<file path="config.mk">
export PLATFORM = sky130hd
export DESIGN_NAME = difficulty_retarget_top
export DESIGN_NICKNAME = d
export VERILOG_FILES = /design/src/sv/drt_pkg.sv /design/src/sv/drt_div.sv /design/src/sv/difficulty_retarget_top.sv
export SDC_FILE = /design/constraint.sdc
export NUM_CORES = 2
export LEC_CHECK = 0
export ABC_CLOCK_PERIOD_IN_PS = 5300
export BUFFER_PORTS_ARGS = -buffer_cell sky130_fd_sc_hd__buf_2
export CAP_MARGIN = 15
export CORE_AREA = 2 2 567 569
export DETAILED_ROUTE_END_ITERATION = 7
export DIE_AREA = 0 0 569 571
export PLACE_DENSITY = 0.65
export SLEW_MARGIN = 15
export SYNTH_ARGS = -nofsm -noshare
export SYNTH_HDL_FRONTEND = slang
export SYNTH_HIERARCHICAL = 1
export SYNTH_SLANG_ARGS = --single-unit
</file>
<file path="constraint.sdc">
create_clock -name clk -period 5.3 [get_ports clk]
set_clock_uncertainty 0.2 [all_clocks]
set_input_delay 0.795 -clock clk [delete_from_list [all_inputs] [get_ports clk]]
set_output_delay 0.795 -clock clk [all_outputs]
set_load 0.05 [all_outputs]
</file>
<file path="src/sv/drt_pkg.sv">
// ----------------------------------------------------------------------------
// drt_pkg: shared types and constants for the difficulty retarget block
// Field widths, fixed point constants, register map and reset values.
// ----------------------------------------------------------------------------
package drt_pkg;

  localparam int TIME_W    = 40;
  localparam int DIFF_W    = 32;
  localparam int TARGET_W  = 16;
  localparam int WINREG_W  = 7;
  localparam int FACTOR_W  = 16;
  localparam int FRAC_BITS = 16;
  localparam int RATIO_W   = 24;
  localparam int LO_NUM_W  = 25;
  localparam int LO_W      = 17;

  // 1.0 in Q8.8, and 2^24 for the lower ratio bound 1/max_factor in Q1.16
  localparam logic [FACTOR_W-1:0]  FACTOR_ONE = 16'd256;
  localparam logic [LO_NUM_W-1:0]  LO_NUM     = 25'h100_0000;
  localparam logic [FRAC_BITS-1:0] ROUND_HALF = 16'h8000;

  // register map
  localparam int ADDR_W    = 5;
  localparam int DATA_W    = 32;
  localparam int REG_IDX_W = 3;
  localparam logic [REG_IDX_W-1:0] REG_TARGET     = 3'd0;
  localparam logic [REG_IDX_W-1:0] REG_WINDOW     = 3'd1;
  localparam logic [REG_IDX_W-1:0] REG_MAX_FACTOR = 3'd2;
  localparam logic [REG_IDX_W-1:0] REG_MIN_DIFF   = 3'd3;
  localparam logic [REG_IDX_W-1:0] REG_MAX_DIFF   = 3'd4;

  localparam logic [TARGET_W-1:0] TARGET_RST     = 16'd10;
  localparam logic [WINREG_W-1:0] WINDOW_RST     = 7'd10;
  localparam logic [FACTOR_W-1:0] MAX_FACTOR_RST = 16'd1024;
  localparam logic [DIFF_W-1:0]   MIN_DIFF_RST   = 32'd1;
  localparam logic [DIFF_W-1:0]   MAX_DIFF_RST   = 32'hFFFF_FFFF;

  typedef struct packed {
    logic [TIME_W-1:0] block_time;
    logic [DIFF_W-1:0] current_difficulty;
  } item_t;

  typedef struct packed {
    logic [DIFF_W-1:0] next_difficulty;
    logic              retargeted;
    logic              span_invalid;
  } result_t;

endpackage

</file>
<file path="src/sv/drt_div.sv">
// ----------------------------------------------------------------------------
// drt_div: bit-serial restoring divider
// One quotient bit per cycle, dividend shifted in from the top.
// ----------------------------------------------------------------------------
module drt_div #(
  parameter int DVD_W = 39,
  parameter int DVS_W = 40
) (
  input  logic             clk,
  input  logic             rst,
  input  logic             start,
  input  logic [DVD_W-1:0] dividend,
  input  logic [DVS_W-1:0] divisor,
  output logic             done,
  output logic [DVD_W-1:0] quotient
);

  localparam int CNT_W = $clog2(DVD_W + 1);

  logic [DVD_W-1:0] shreg;
  logic [DVS_W-1:0] rem;
  logic [DVS_W-1:0] dvs;
  logic [CNT_W-1:0] cnt;
  logic             busy;
  logic [DVS_W:0]   trial;
  logic             fits;

  always_comb begin
    trial = {rem, shreg[DVD_W-1]};
    fits  = (trial >= {1'b0, dvs});
  end

  always_ff @(posedge clk) begin
    if (rst) begin
      busy <= 1'b0;
      done <= 1'b0;
      cnt  <= '0;
    end else begin
      done <= 1'b0;
      if (start) begin
        busy <= 1'b1;
        cnt  <= CNT_W'(DVD_W);
      end else if (busy) begin
        cnt <= cnt - 1'b1;
        if (cnt == CNT_W'(1)) begin
          busy <= 1'b0;
          done <= 1'b1;
        end
      end
    end
  end

  // quotient bits collect in the low end as the dividend leaves the top
  always_ff @(posedge clk) begin
    if (start) begin
      shreg <= dividend;
      rem   <= '0;
      dvs   <= divisor;
    end else if (busy) begin
      shreg <= {shreg[DVD_W-2:0], fits};
      rem   <= fits ? DVS_W'(trial - {1'b0, dvs}) : trial[DVS_W-1:0];
    end
  end

  assign quotient = shreg;

endmodule

</file>
<file path="src/sv/difficulty_retarget_top.sv">
// ----------------------------------------------------------------------------
// difficulty_retarget_top: windowed difficulty retarget
// Each transaction on the item channel appends one block (timestamp and the
// difficulty in force) and yields one result transaction. Timestamps go into
// a ring of WINDOW_MAX+1 entries; every window_size blocks after genesis the
// span back to the block window_size places earlier sets a Q8.16 ratio
// window*target/span, clamped to [1/max_factor, max_factor], applied to the
// difficulty with rounding half up and bounded by min/max_difficulty. A step
// with no retarget goes straight to the done state to raise result_valid, a
// step with a span that is not positive passes the span check first. In a
// retarget step the shared bit-serial divider (DVD_W = $clog2(WINDOW_MAX+1) + 32
// dividend bits) runs twice, once for the lower ratio bound and once for the
// ratio, then a bit-serial multiplier steps through the RATIO_W ratio bits.
// One item is worked on at a time; the next is accepted while a result still
// waits, and a finished result stalls until the output register is free.
// ----------------------------------------------------------------------------
module difficulty_retarget_top #(
  parameter int WINDOW_MAX = 64,
  parameter int TIME_BITS  = 40
) (
  input  logic                    clk,
  input  logic                    rst,
  input  logic                    item_valid,
  output logic                    item_ready,
  input  drt_pkg::item_t          item,
  output logic                    result_valid,
  input  logic                    result_ready,
  output drt_pkg::result_t        result,
  input  logic                    psel,
  input  logic                    penable,
  input  logic                    pwrite,
  input  logic [drt_pkg::ADDR_W-1:0] paddr,
  input  logic [drt_pkg::DATA_W-1:0] pwdata,
  output logic [drt_pkg::DATA_W-1:0] prdata,
  output logic                    pready
);

  import drt_pkg::*;

  localparam int RING_DEPTH = WINDOW_MAX + 1;
  localparam int SLOT_W     = $clog2(RING_DEPTH);
  localparam int SEEN_W     = $clog2(RING_DEPTH + 1);
  localparam int SINCE_W    = (WINDOW_MAX > 1) ? $clog2(WINDOW_MAX) : 1;
  localparam int NUM_W      = SLOT_W + TARGET_W;
  localparam int DVD_W      = NUM_W + FRAC_BITS;
  localparam int PROD_W     = DIFF_W + RATIO_W;
  localparam int ROUND_W    = PROD_W + 1 - FRAC_BITS;
  localparam int MCNT_W     = $clog2(RATIO_W + 1);

  localparam logic [2:0] S_IDLE  = 3'd0;
  localparam logic [2:0] S_CHECK = 3'd1;
  localparam logic [2:0] S_LO    = 3'd2;
  localparam logic [2:0] S_RATIO = 3'd3;
  localparam logic [2:0] S_MUL   = 3'd4;
  localparam logic [2:0] S_ROUND = 3'd5;
  localparam logic [2:0] S_CLAMP = 3'd6;
  localparam logic [2:0] S_DONE  = 3'd7;

  // configuration
  logic [TARGET_W-1:0] target_block_time;
  logic [WINREG_W-1:0] window_size;
  logic [FACTOR_W-1:0] max_factor;
  logic [DIFF_W-1:0]   min_difficulty;
  logic [DIFF_W-1:0]   max_difficulty;
  logic [REG_IDX_W-1:0] reg_idx;
  logic                cfg_write;

  // control state
  logic [2:0]          state;
  logic [SLOT_W-1:0]   write_slot;
  logic [SEEN_W-1:0]   blocks_seen;
  logic [SINCE_W-1:0]  since_retarget;
  logic [MCNT_W-1:0]   mcnt;

  // per item payload
  logic [TIME_BITS-1:0] ring [RING_DEPTH];
  logic [TIME_BITS-1:0] oldest;
  logic [TIME_BITS-1:0] now_r;
  logic [TIME_BITS-1:0] span;
  logic [DIFF_W-1:0]    cur_r;
  logic [SLOT_W-1:0]    win_r;
  logic [NUM_W-1:0]     num;
  logic [LO_W-1:0]      lo;
  logic [RATIO_W-1:0]   ratio;
  logic [PROD_W-1:0]    acc;
  logic [ROUND_W-1:0]   rnd;
  result_t              pend;

  // combinational
  logic                 accept;
  logic [TIME_BITS-1:0] now_c;
  logic [SLOT_W-1:0]    win_c;
  logic [SLOT_W-1:0]    old_slot_c;
  logic [SLOT_W-1:0]    write_slot_next;
  logic [SEEN_W-1:0]    blocks_seen_next;
  logic [SLOT_W-1:0]    since_inc;
  logic [SINCE_W-1:0]   since_retarget_next;
  logic                 first;
  logic                 due;
  logic [FACTOR_W-1:0]  mf_eff;
  logic [RATIO_W-1:0]   hi;
  logic [RATIO_W-1:0]   ratio_hi;
  logic [RATIO_W-1:0]   ratio_c;
  logic [DIFF_W-1:0]    sat_c;
  logic [DIFF_W-1:0]    bounded_c;
  logic                 div_start;
  logic                 div_done;
  logic [DVD_W-1:0]     div_dividend;
  logic [TIME_BITS-1:0] div_divisor;
  logic [DVD_W-1:0]     div_q;

  // ---------------- configuration port ----------------
  assign pready    = 1'b1;
  assign reg_idx   = paddr[ADDR_W-1:2];
  assign cfg_write = psel && penable && pwrite && pready;

  always_ff @(posedge clk) begin
    if (rst) begin
      target_block_time <= TARGET_RST;
      window_size       <= WINDOW_RST;
      max_factor        <= MAX_FACTOR_RST;
      min_difficulty    <= MIN_DIFF_RST;
      max_difficulty    <= MAX_DIFF_RST;
    end else if (cfg_write) begin
      unique case (reg_idx)
        REG_TARGET:     target_block_time <= pwdata[TARGET_W-1:0];
        REG_WINDOW:     window_size       <= pwdata[WINREG_W-1:0];
        REG_MAX_FACTOR: max_factor        <= pwdata[FACTOR_W-1:0];
        REG_MIN_DIFF:   min_difficulty    <= pwdata[DIFF_W-1:0];
        REG_MAX_DIFF:   max_difficulty    <= pwdata[DIFF_W-1:0];
        default: ;
      endcase
    end
  end

  always_comb begin
    unique case (reg_idx)
      REG_TARGET:     prdata = DATA_W'(target_block_time);
      REG_WINDOW:     prdata = DATA_W'(window_size);
      REG_MAX_FACTOR: prdata = DATA_W'(max_factor);
      REG_MIN_DIFF:   prdata = DATA_W'(min_difficulty);
      REG_MAX_DIFF:   prdata = DATA_W'(max_difficulty);
      default:        prdata = '0;
    endcase
  end

  // ---------------- window bookkeeping ----------------
  assign item_ready = (state == S_IDLE);
  assign accept     = item_valid && item_ready;
  assign now_c      = TIME_BITS'(item.block_time);

  always_comb begin
    if (window_size == '0) begin
      win_c = SLOT_W'(1);
    end else if (int'(window_size) > WINDOW_MAX) begin
      win_c = SLOT_W'(WINDOW_MAX);
    end else begin
      win_c = SLOT_W'(window_size);
    end

    if (write_slot >= win_c) begin
      old_slot_c = write_slot - win_c;
    end else begin
      old_slot_c = SLOT_W'({1'b0, write_slot} + (SLOT_W + 1)'(RING_DEPTH) - {1'b0, win_c});
    end

    write_slot_next = (write_slot == SLOT_W'(RING_DEPTH - 1)) ? '0 : write_slot + 1'b1;
    first = (blocks_seen == '0);
    blocks_seen_next = (blocks_seen < SEEN_W'(RING_DEPTH)) ? blocks_seen + 1'b1 : blocks_seen;

    // a shrunk window makes the counter wrap on the next block
    since_inc = SLOT_W'(since_retarget) + 1'b1;
    if (first || since_inc >= win_c) begin
      since_retarget_next = '0;
    end else begin
      since_retarget_next = SINCE_W'(since_inc);
    end

    due = !first && (since_retarget_next == '0) &&
          ({1'b0, blocks_seen_next} >= ({1'b0, SEEN_W'(win_c)} + 1'b1));
  end

  always_ff @(posedge clk) begin
    if (rst) begin
      write_slot     <= '0;
      blocks_seen    <= '0;
      since_retarget <= '0;
    end else if (accept) begin
      write_slot     <= write_slot_next;
      blocks_seen    <= blocks_seen_next;
      since_retarget <= since_retarget_next;
    end
  end

  always_ff @(posedge clk) begin
    if (accept) begin
      ring[write_slot] <= now_c;
      oldest           <= ring[old_slot_c];
    end
  end

  // ---------------- ratio and clamps ----------------
  assign mf_eff = (max_factor < FACTOR_ONE) ? FACTOR_ONE : max_factor;
  assign hi     = {mf_eff, 8'h00};

  always_comb begin
    ratio_hi = (div_q > DVD_W'(hi)) ? hi : RATIO_W'(div_q);
    ratio_c  = (ratio_hi < RATIO_W'(lo)) ? RATIO_W'(lo) : ratio_hi;

    sat_c     = (|rnd[ROUND_W-1:DIFF_W]) ? '1 : rnd[DIFF_W-1:0];
    bounded_c = (sat_c > max_difficulty) ? max_difficulty : sat_c;
    if (bounded_c < min_difficulty) begin
      bounded_c = min_difficulty;
    end
  end

  // first pass divides 2^24 by the factor, second pass is the ratio
  assign div_start    = ((state == S_CHECK) && (now_r > oldest)) ||
                        ((state == S_LO) && div_done);
  assign div_dividend = (state == S_CHECK) ? DVD_W'(LO_NUM) : {num, {FRAC_BITS{1'b0}}};
  assign div_divisor  = (state == S_CHECK) ? TIME_BITS'(mf_eff) : span;

  drt_div #(
    .DVD_W (DVD_W),
    .DVS_W (TIME_BITS)
  ) u_div (
    .clk      (clk),
    .rst      (rst),
    .start    (div_start),
    .dividend (div_dividend),
    .divisor  (div_divisor),
    .done     (div_done),
    .quotient (div_q)
  );

  // ---------------- sequencer ----------------
  always_ff @(posedge clk) begin
    if (rst) begin
      state        <= S_IDLE;
      result_valid <= 1'b0;
      mcnt         <= '0;
    end else begin
      // a new result may load in the cycle the previous one leaves
      if ((state == S_DONE) && (!result_valid || result_ready)) begin
        result_valid <= 1'b1;
      end else if (result_ready) begin
        result_valid <= 1'b0;
      end
      unique case (state)
        S_IDLE: begin
          if (accept) begin
            state <= due ? S_CHECK : S_DONE;
          end
        end
        S_CHECK: begin
          state <= (now_r > oldest) ? S_LO : S_DONE;
        end
        S_LO: begin
          if (div_done) begin
            state <= S_RATIO;
          end
        end
        S_RATIO: begin
          if (div_done) begin
            state <= S_MUL;
            mcnt  <= MCNT_W'(RATIO_W);
          end
        end
        S_MUL: begin
          mcnt <= mcnt - 1'b1;
          if (mcnt == MCNT_W'(1)) begin
            state <= S_ROUND;
          end
        end
        S_ROUND: state <= S_CLAMP;
        S_CLAMP: state <= S_DONE;
        S_DONE: begin
          if (!result_valid || result_ready) begin
            state <= S_IDLE;
          end
        end
        default: state <= S_IDLE;
      endcase
    end
  end

  always_ff @(posedge clk) begin
    unique case (state)
      S_IDLE: begin
        if (accept) begin
          now_r <= now_c;
          cur_r <= item.current_difficulty;
          win_r <= win_c;
          pend  <= '{next_difficulty: item.current_difficulty,
                     retargeted: 1'b0, span_invalid: 1'b0};
        end
      end
      S_CHECK: begin
        span <= now_r - oldest;
        num  <= NUM_W'(win_r) * NUM_W'(target_block_time);
        if (now_r <= oldest) begin
          pend.span_invalid <= 1'b1;
        end
      end
      S_LO: begin
        if (div_done) begin
          lo <= div_q[LO_W-1:0];
        end
      end
      S_RATIO: begin
        if (div_done) begin
          ratio <= ratio_c;
          acc   <= '0;
        end
      end
      S_MUL: begin
        // msb first shift and add
        acc   <= {acc[PROD_W-2:0], 1'b0} + (ratio[RATIO_W-1] ? PROD_W'(cur_r) : '0);
        ratio <= {ratio[RATIO_W-2:0], 1'b0};
      end
      S_ROUND: begin
        rnd <= ROUND_W'(({1'b0, acc} + (PROD_W + 1)'(ROUND_HALF)) >> FRAC_BITS);
      end
      S_CLAMP: begin
        pend.next_difficulty <= bounded_c;
        pend.retargeted      <= 1'b1;
      end
      S_DONE: begin
        if (!result_valid || result_ready) begin
          result <= pend;
        end
      end
      default: ;
    endcase
  end

  // ---------------- assertions ----------------
  a_flags_exclusive: assert property (@(posedge clk) disable iff (rst)
    result_valid |-> !(result.retargeted && result.span_invalid))
    else $error("retargeted and span_invalid both set");

  a_one_item: assert property (@(posedge clk) disable iff (rst)
    (item_valid && item_ready) |=> !item_ready)
    else $error("second transaction accepted while an item is in flight");

  a_seen_bound: assert property (@(posedge clk) disable iff (rst)
    blocks_seen <= SEEN_W'(RING_DEPTH))
    else $error("block count beyond ring depth");

  a_div_done_state: assert property (@(posedge clk) disable iff (rst)
    div_done |-> (state == S_LO || state == S_RATIO))
    else $error("divider finished outside a divide phase");

  a_retarget_min: assert property (@(posedge clk) disable iff (rst)
    (result_valid && result.retargeted) |-> (result.next_difficulty >= min_difficulty))
    else $error("retargeted difficulty below lower bound");

endmodule
</file>
After elaboration in Yosys (flattened, before gate mapping)
Memory sizes are Yosys's and may differ from the RTL's. A register that Yosys moved wholly into a read port is not among the register bits. Index checks and enable logic that the tools add are counted.

Register bits: 607. Bits in latches: 0. Memory bits (writable): 2600. Memory bits (read-only): 0. Input bits: 116. Output and inout bits: 69. Word-level logic and storage cells: 168. Memories kept: 1.

Memories: ring (words 65, bits a word 40, read ports 1, clocked after Yosys merged registers in 1, wr ports 1, RTL line difficulty_retarget_top.sv:76) `logic [TIME_BITS-1:0] ring [RING_DEPTH];`.

Add/subtract/negate cells: 13. Multiply operators: 1. Divide/modulo/power cells: 0. $lt $le $gt $ge: 13. Equality and inequality tests: 20. Shift operators: 0. Muxes and demuxes: 47. Bitwise gates (word level): 1. Reductions and logical operators: 38.

Operators by type and width (number): $pmux W32 S5 (1); $mux W32 (4); $mux W39 (3); $pmux W56 S2 (1); $sub A40 B40 Y40 (2); $mux W24 (3); $pmux W33 S2 (1); $add A56 B16 Y57 const B (1); $add A56 B32 Y56 (1); $mux W56 (1); $pmux W24 S2 (1); $ge A41 B40 Y1 (1); $gt A40 B40 Y1 (1); $le A40 B40 Y1 (1); $mux W40 (1); $gt A39 B24 Y1 (1); $mux W7 (5); $mux W34 (1); $gt A32 B32 Y1 (1); $lt A32 B32 Y1 (1); $mux W16 (2); $lt A24 B17 Y1 (1); $pmux W3 S8 (1); $mul A7 B16 Y23 (1); other kinds (40) (96).

Longest topological paths before layout
Word-level depth: 12. Mapped depth: 27. Gate-level depth less buffers: 23.

Cells and area by module
The synthesis kept the hierarchy.

Modules (own cells, without submodules): difficulty_retarget_top (instances 1, cells an instance 10946, area each 135353.6 µm², sequential area each 92368.6 µm²); drt_div (instances 1, cells an instance 731, area each 7440.9 µm², sequential area each 3333.2 µm²).

Worst setup path after synthesis
OpenSTA, ideal clock, no wires.

Path kind: register -> register. Start: register state[0]. End: register since_retarget[3]. Library setup time: 0.081 ns. Arrival: 6.049 ns. Data required time: 5.019 ns. Slack: -1.030 ns. Cell stages (with the launch flop): 8. Path buffers: 2. Period minus slack after synthesis: 6.330 ns. Cell sequence: dfxtp_1 clkbuf_1 nor3_1 nand2_1 inv_1 buf_1 nand3_1 a21oi_1.

Word-level cells in the longest chain between the ends: 2.

Ends and longest elaborated chain: start: declaration (RTL line difficulty_retarget_top.sv:69) `logic [2:0] state;`; start signal: assignment (RTL line difficulty_retarget_top.sv:252) `state <= due ? S_CHECK : S_DONE;`; start signal: assignment (RTL line difficulty_retarget_top.sv:256) `state <= (now_r > oldest) ? S_LO : S_DONE;`; $logic_not A3 Y1 (RTL line difficulty_retarget_top.sv:148) `assign item_ready = (state == S_IDLE);`; net item_ready (RTL line difficulty_retarget_top.sv:24) `output logic item_ready,`; $logic_and A1 B1 Y1 (RTL line difficulty_retarget_top.sv:149) `assign accept = item_valid && item_ready;`; net accept (RTL line difficulty_retarget_top.sv:90) `logic accept;`; end signal: assignment (RTL line difficulty_retarget_top.sv:191) `since_retarget <= since_retarget_next;`; end: declaration (RTL line difficulty_retarget_top.sv:72) `logic [SINCE_W-1:0] since_retarget;`.

The timed path passes the listed nets, and every way through them passes these cells. A chain may end at the register's enable or synchronous reset.

Worst setup path after layout
Start: register rnd[39]. End: register pend[12] in the netlist's numbering (data pin).

Word-level cells in the longest chain between the ends: 7.

Ends and longest elaborated chain: start: declaration (RTL line difficulty_retarget_top.sv:86) `logic [ROUND_W-1:0] rnd;`; start signal: assignment (RTL line difficulty_retarget_top.sv:322) `rnd <= ROUND_W'(({1'b0, acc} + (PROD_W + 1)'(ROUND_HALF)) >> FRAC_BITS);`; $reduce_or A9 Y1 * (RTL line difficulty_retarget_top.sv:210) `sat_c = (|rnd[ROUND_W-1:DIFF_W]) ? '1 : rnd[DIFF_W-1:0];`; $mux W32 * (RTL line difficulty_retarget_top.sv:210); $gt A32 B32 Y1 (RTL line difficulty_retarget_top.sv:211) `bounded_c = (sat_c > max_difficulty) ? max_difficulty : sat_c;`; $mux W32 * (RTL line difficulty_retarget_top.sv:211); $lt A32 B32 Y1 (RTL line difficulty_retarget_top.sv:212) `if (bounded_c < min_difficulty) begin`; $mux W32 * (RTL line difficulty_retarget_top.sv:212); $pmux W33 S2 * (RTL line difficulty_retarget_top.sv:288) `unique case (state)`; end signal: assignment (RTL line difficulty_retarget_top.sv:294) `pend <= '{next_difficulty: item.current_difficulty,`; end: declaration (RTL line difficulty_retarget_top.sv:87) `result_t pend;`.

Mark *: on every way between the ends. The rest lies on a longest branch, timed or not.

==> summary.txt <==
Outcome
  – Outcome: finished, violations left
  – Failing checks: setup timing

Clocking
  – CTS tree: yes
  – Clock transition at path regs: 0.06 ns
  – Clock sink total: 3247
  – Clock root cell: clkbuf_16
  – Clk buf depth: 4
  – H-tree depth: 5
  – Cts bufs inserted: 345
  – Clk_lat worst skew: 0.97 ns

Synthesis
  – Register area share after synthesis: 0.670
  – Yosys cell types: 97
  – Synthesized area: 143000 um^2
  – Syn. warnings: 6
  – Mapped Cells: 11700
  – Post-synth EDFFs: 3067
  – Seq cells post-synth: 3247
  – Top FF cell, synth: edfxtp_1
  – Async SR Flop Fraction: 0
  – Mapped Avg Cell Area: 12.2 um^2

Timing
  – Tcrit/Tclk final: 1.10
  – Hold Vio Cnt, Final: 0
  – Period minus WS final: 5.84 ns
  – Fmax: 0.171 GHz
  – Worst-Margin Slew: 1.23 ns
  – Final hold slack: 0.148 ns
  – Fin. max-slew vios: 0
  – Setup ws final: -0.536 ns
  – Final setup violating endpoints: 33
  – Slew headroom: 0.174
  – Setup TNS: -14.57 ns
  – RSZ-0062 raised after global routing: true

Placed design
  – Placed insts: 16000
  – Dpl cell area: 153000 um^2
  – Routability congestion estimate: 0.923
  – HPWL after detailed placement: 273000 um
  – PortBufs: 181

GRT
  – Largest net degree at the start of global routing: 174
  – First-pass GRT wire length: 645000 um
  – Grt ovf: 0
  – Vias in the first global route: 98500
  – Initial antenna violation count: 16
  – GRT Overall Usage: 0.264

Setup path
  – Critical Path Sink: pend[12]
  – Flop2flop setup slack: -0.54 ns
  – R2R cell count: 26
  – Critical path class: register to register
  – CP Launch Type: register
  – CP Max Fanout: 25
  – Reg2Reg Launch Point: rnd[39]
  – CP required: 5.77 ns
  – Data arrival, critical path: 6.31 ns
  – Worst Setup SP: rnd[39]
  – FF-to-FF End: pend[12]
  – Critical path endpoint category: register

Detailed routing
  – Routed Antenna Nets: 0
  – Routed WL: 444000 um
  – Drt first-iter violations: 13100
  – Avg WL per Cell: 26.5 um
  – Via count: 101000
  – Number of remaining DRC errors: 0
  – Mean number of vias per cell: 6.05
  – TritonRoute pass-1 iters: 6

Layout
  – Layout cells sized above 1: 0.134
  – Area grow syn2layout: 16.3%
  – Layout Cells excl Fill: 16800
  – Fin area: 166000 um^2
  – Sequential Area: 95700 um^2
  – Nets: 12800
  – Fill count: 26500
  – Footprint of the multi-input gates: 44400 um^2

Die
  – Io pins: 185
  – Die height: 571 um
  – # rows: 208
  – Die area: 325000 um^2
  – Initial Util: 0.447
  – Die width: 569 um
  – Core region area: 319000 um^2

Power
  – Total Power: 0.0860 W
  – Static leakage: 57.8 nW
  – Worst vdd ir: 0.385 mV
  – PwrDens: 517 nW/um^2

Run
  – Maxcap violations: 0

Min path
  – Worst Hold Class: input port to register
==> cell usage after synthesis (32+ instances only) <==
cell type  count  area, um^2
and3_1        36         225
a21o_1        72         541
a21oi_1      621        3110
o211a_1       32         320
a211oi_1      43         323
nand2_1     1735        6510
o221ai_1     279        2440
xnor2_1      126        1100
nor2_1      1350        5070
a31oi_1      302        1890
a211o_1       47         412
edfxtp_1    3067       92100
nand3_1       95         475
inv_1        302        1130
nand4_1      110         688
nor3_1        60         300
dfxtp_1      180        3600
and4_1        62         543
or2_2         40         250
o22ai_1      147         920
ha_1         286        3580
buf_2         85         425
xor2_1        77         674
mux2_2        56         631
o21ai_1       51         255
nor4_1       176        1100
fa_1          78        1560
o31ai_1       39         293
mux2i_1      259        2590
buf_1         66         248
nor2b_1       40         250
and2_1       131         820
o21ai_0      785        3930
clkbuf_1     558        2090
==> layer usage <==
metal  vias to the layer above  part of all wire  GRT usage
met1                     50500              0.39      0.356
li1                      44400                 -          -
met4                        10             0.048      0.116
met2                      5510              0.46      0.424
met3                       980             0.094     0.0420
met5                         -           0.00014          0
==> flip-flops by register name (all words and copies together), names as in the netlist, 34 cells and up <==
signal	count
now_r	40
span	40
u_div/quotient	39
acc	56
oldest	40
result	34
pend	34
u_div/rem	40
ring	2600
u_div/dvs	40
rnd	41
==> power by group <==
| part | internal (W) | switching [W] | total [W] | leakage (nW) |
|---|---|---|---|---|
| Sequential | 0.0302 | 0.000862 | 0.0311 | 29.2 |
| Clock | 0.0137 | 0.0104 | 0.0241 | 5.42 |
| Combinational | 0.0107 | 0.0201 | 0.0308 | 23.3 |
==> area by class of cell <==
type / instances / share of cell area
Clock buffer: 436 / 0.0546
Antenna cell: 5 / 0.0000753
Tap cell: 4200 / 0.0316
Sequential cell: 3247 / 0.576
Timing Repair Buffer: 949 / 0.0501
Clock inverter: 194 / 0.0132
Inverter: 303 / 0.00691
Multi-Input combinational cell: 7425 / 0.267
==> repair_timing <==
item / in CTS / in global routing
gates cloned: 4 / 1
pin swaps: 26 / 40
resized for setup: 39 / 75
buffers inserted: 22 / 19
setup endpoints to repair: 36 / 115
hold buffers: 64 / 0
endpoints found under the hold margin: 153 / 0
==> stage by stage <==
step | utilization | worst slack [ns]
2_1_floorplan | - | -0.126
3_3_place_gp | 0.480 | -0.809
3_5_place_dp | 0.480 | -0.720
4_1_cts | 0.519 | -0.587
5_1_grt | 0.520 | -0.827
6_report | 0.520 | -0.536
==> cell families after synthesis <==
logic type	after synthesis	share of synthesized area
mux	319	0.0232
other cells	2	0.0000526
fa+ha+maj	364	0.0360
simple gates	3952	0.120
compound gates	2569	0.110
xor+xnor	204	0.0126
buf+inv	1020	0.0279
flops	3247	0.670
==> worst min-delay path by stage <==
stage / start / endpoint / slack, ns / depth (start not counted)
floorplan: pend[0] / result[0] / 0.20 / 0
global placement: pend[17] / result[17] / 0.21 / 0
detailed placement: pend[1] / result[1] / 0.20 / 0
CTS: result_ready / state[2] / 0.08 / 4
global route: result_ready / state[2] / 0.15 / 4
finish: result_ready / state[2] / 0.15 / 4
==> layout by cell type, fill, tap and decap left out, types with 180 or more instances in the layout <==
master	count
a21oi_1	609
a31oi_1	301
buf_2	180
buf_4	579
clkbuf_16	347
edfxtp_1	3067
ha_1	268
inv_1	297
mux2i_1	247
nand2_1	1726
nor2_1	1277
o21ai_0	772
o221ai_1	279
==> worst max-delay path, cell delays in order (launching register included) <==
cell and delay, ns:
edfxtp_1 0.38, nor4_2 0.28, nand3_1 0.15, buf_12 0.18
or2_2 0.31, ha_1 0.32, nand4_2 0.14, nor4_4 0.28
or4b_4 0.52, a21boi_4 0.16, a31oi_4 0.14, buf_4 0.16
buf_12 0.13, nand2_1 0.05, o21ai_0 0.12, ha_1 0.30
a21o_1 0.16, a21o_1 0.19, a21oi_2 0.16, o21ai_0 0.12
a41oi_1 0.23, o2bb2ai_1 0.10, a31o_4 0.25, buf_12 0.14
buf_16 0.14, mux2i_2 0.18, o21ai_1 0.08
No activity file was read; power rests on OpenSTA's default activity.
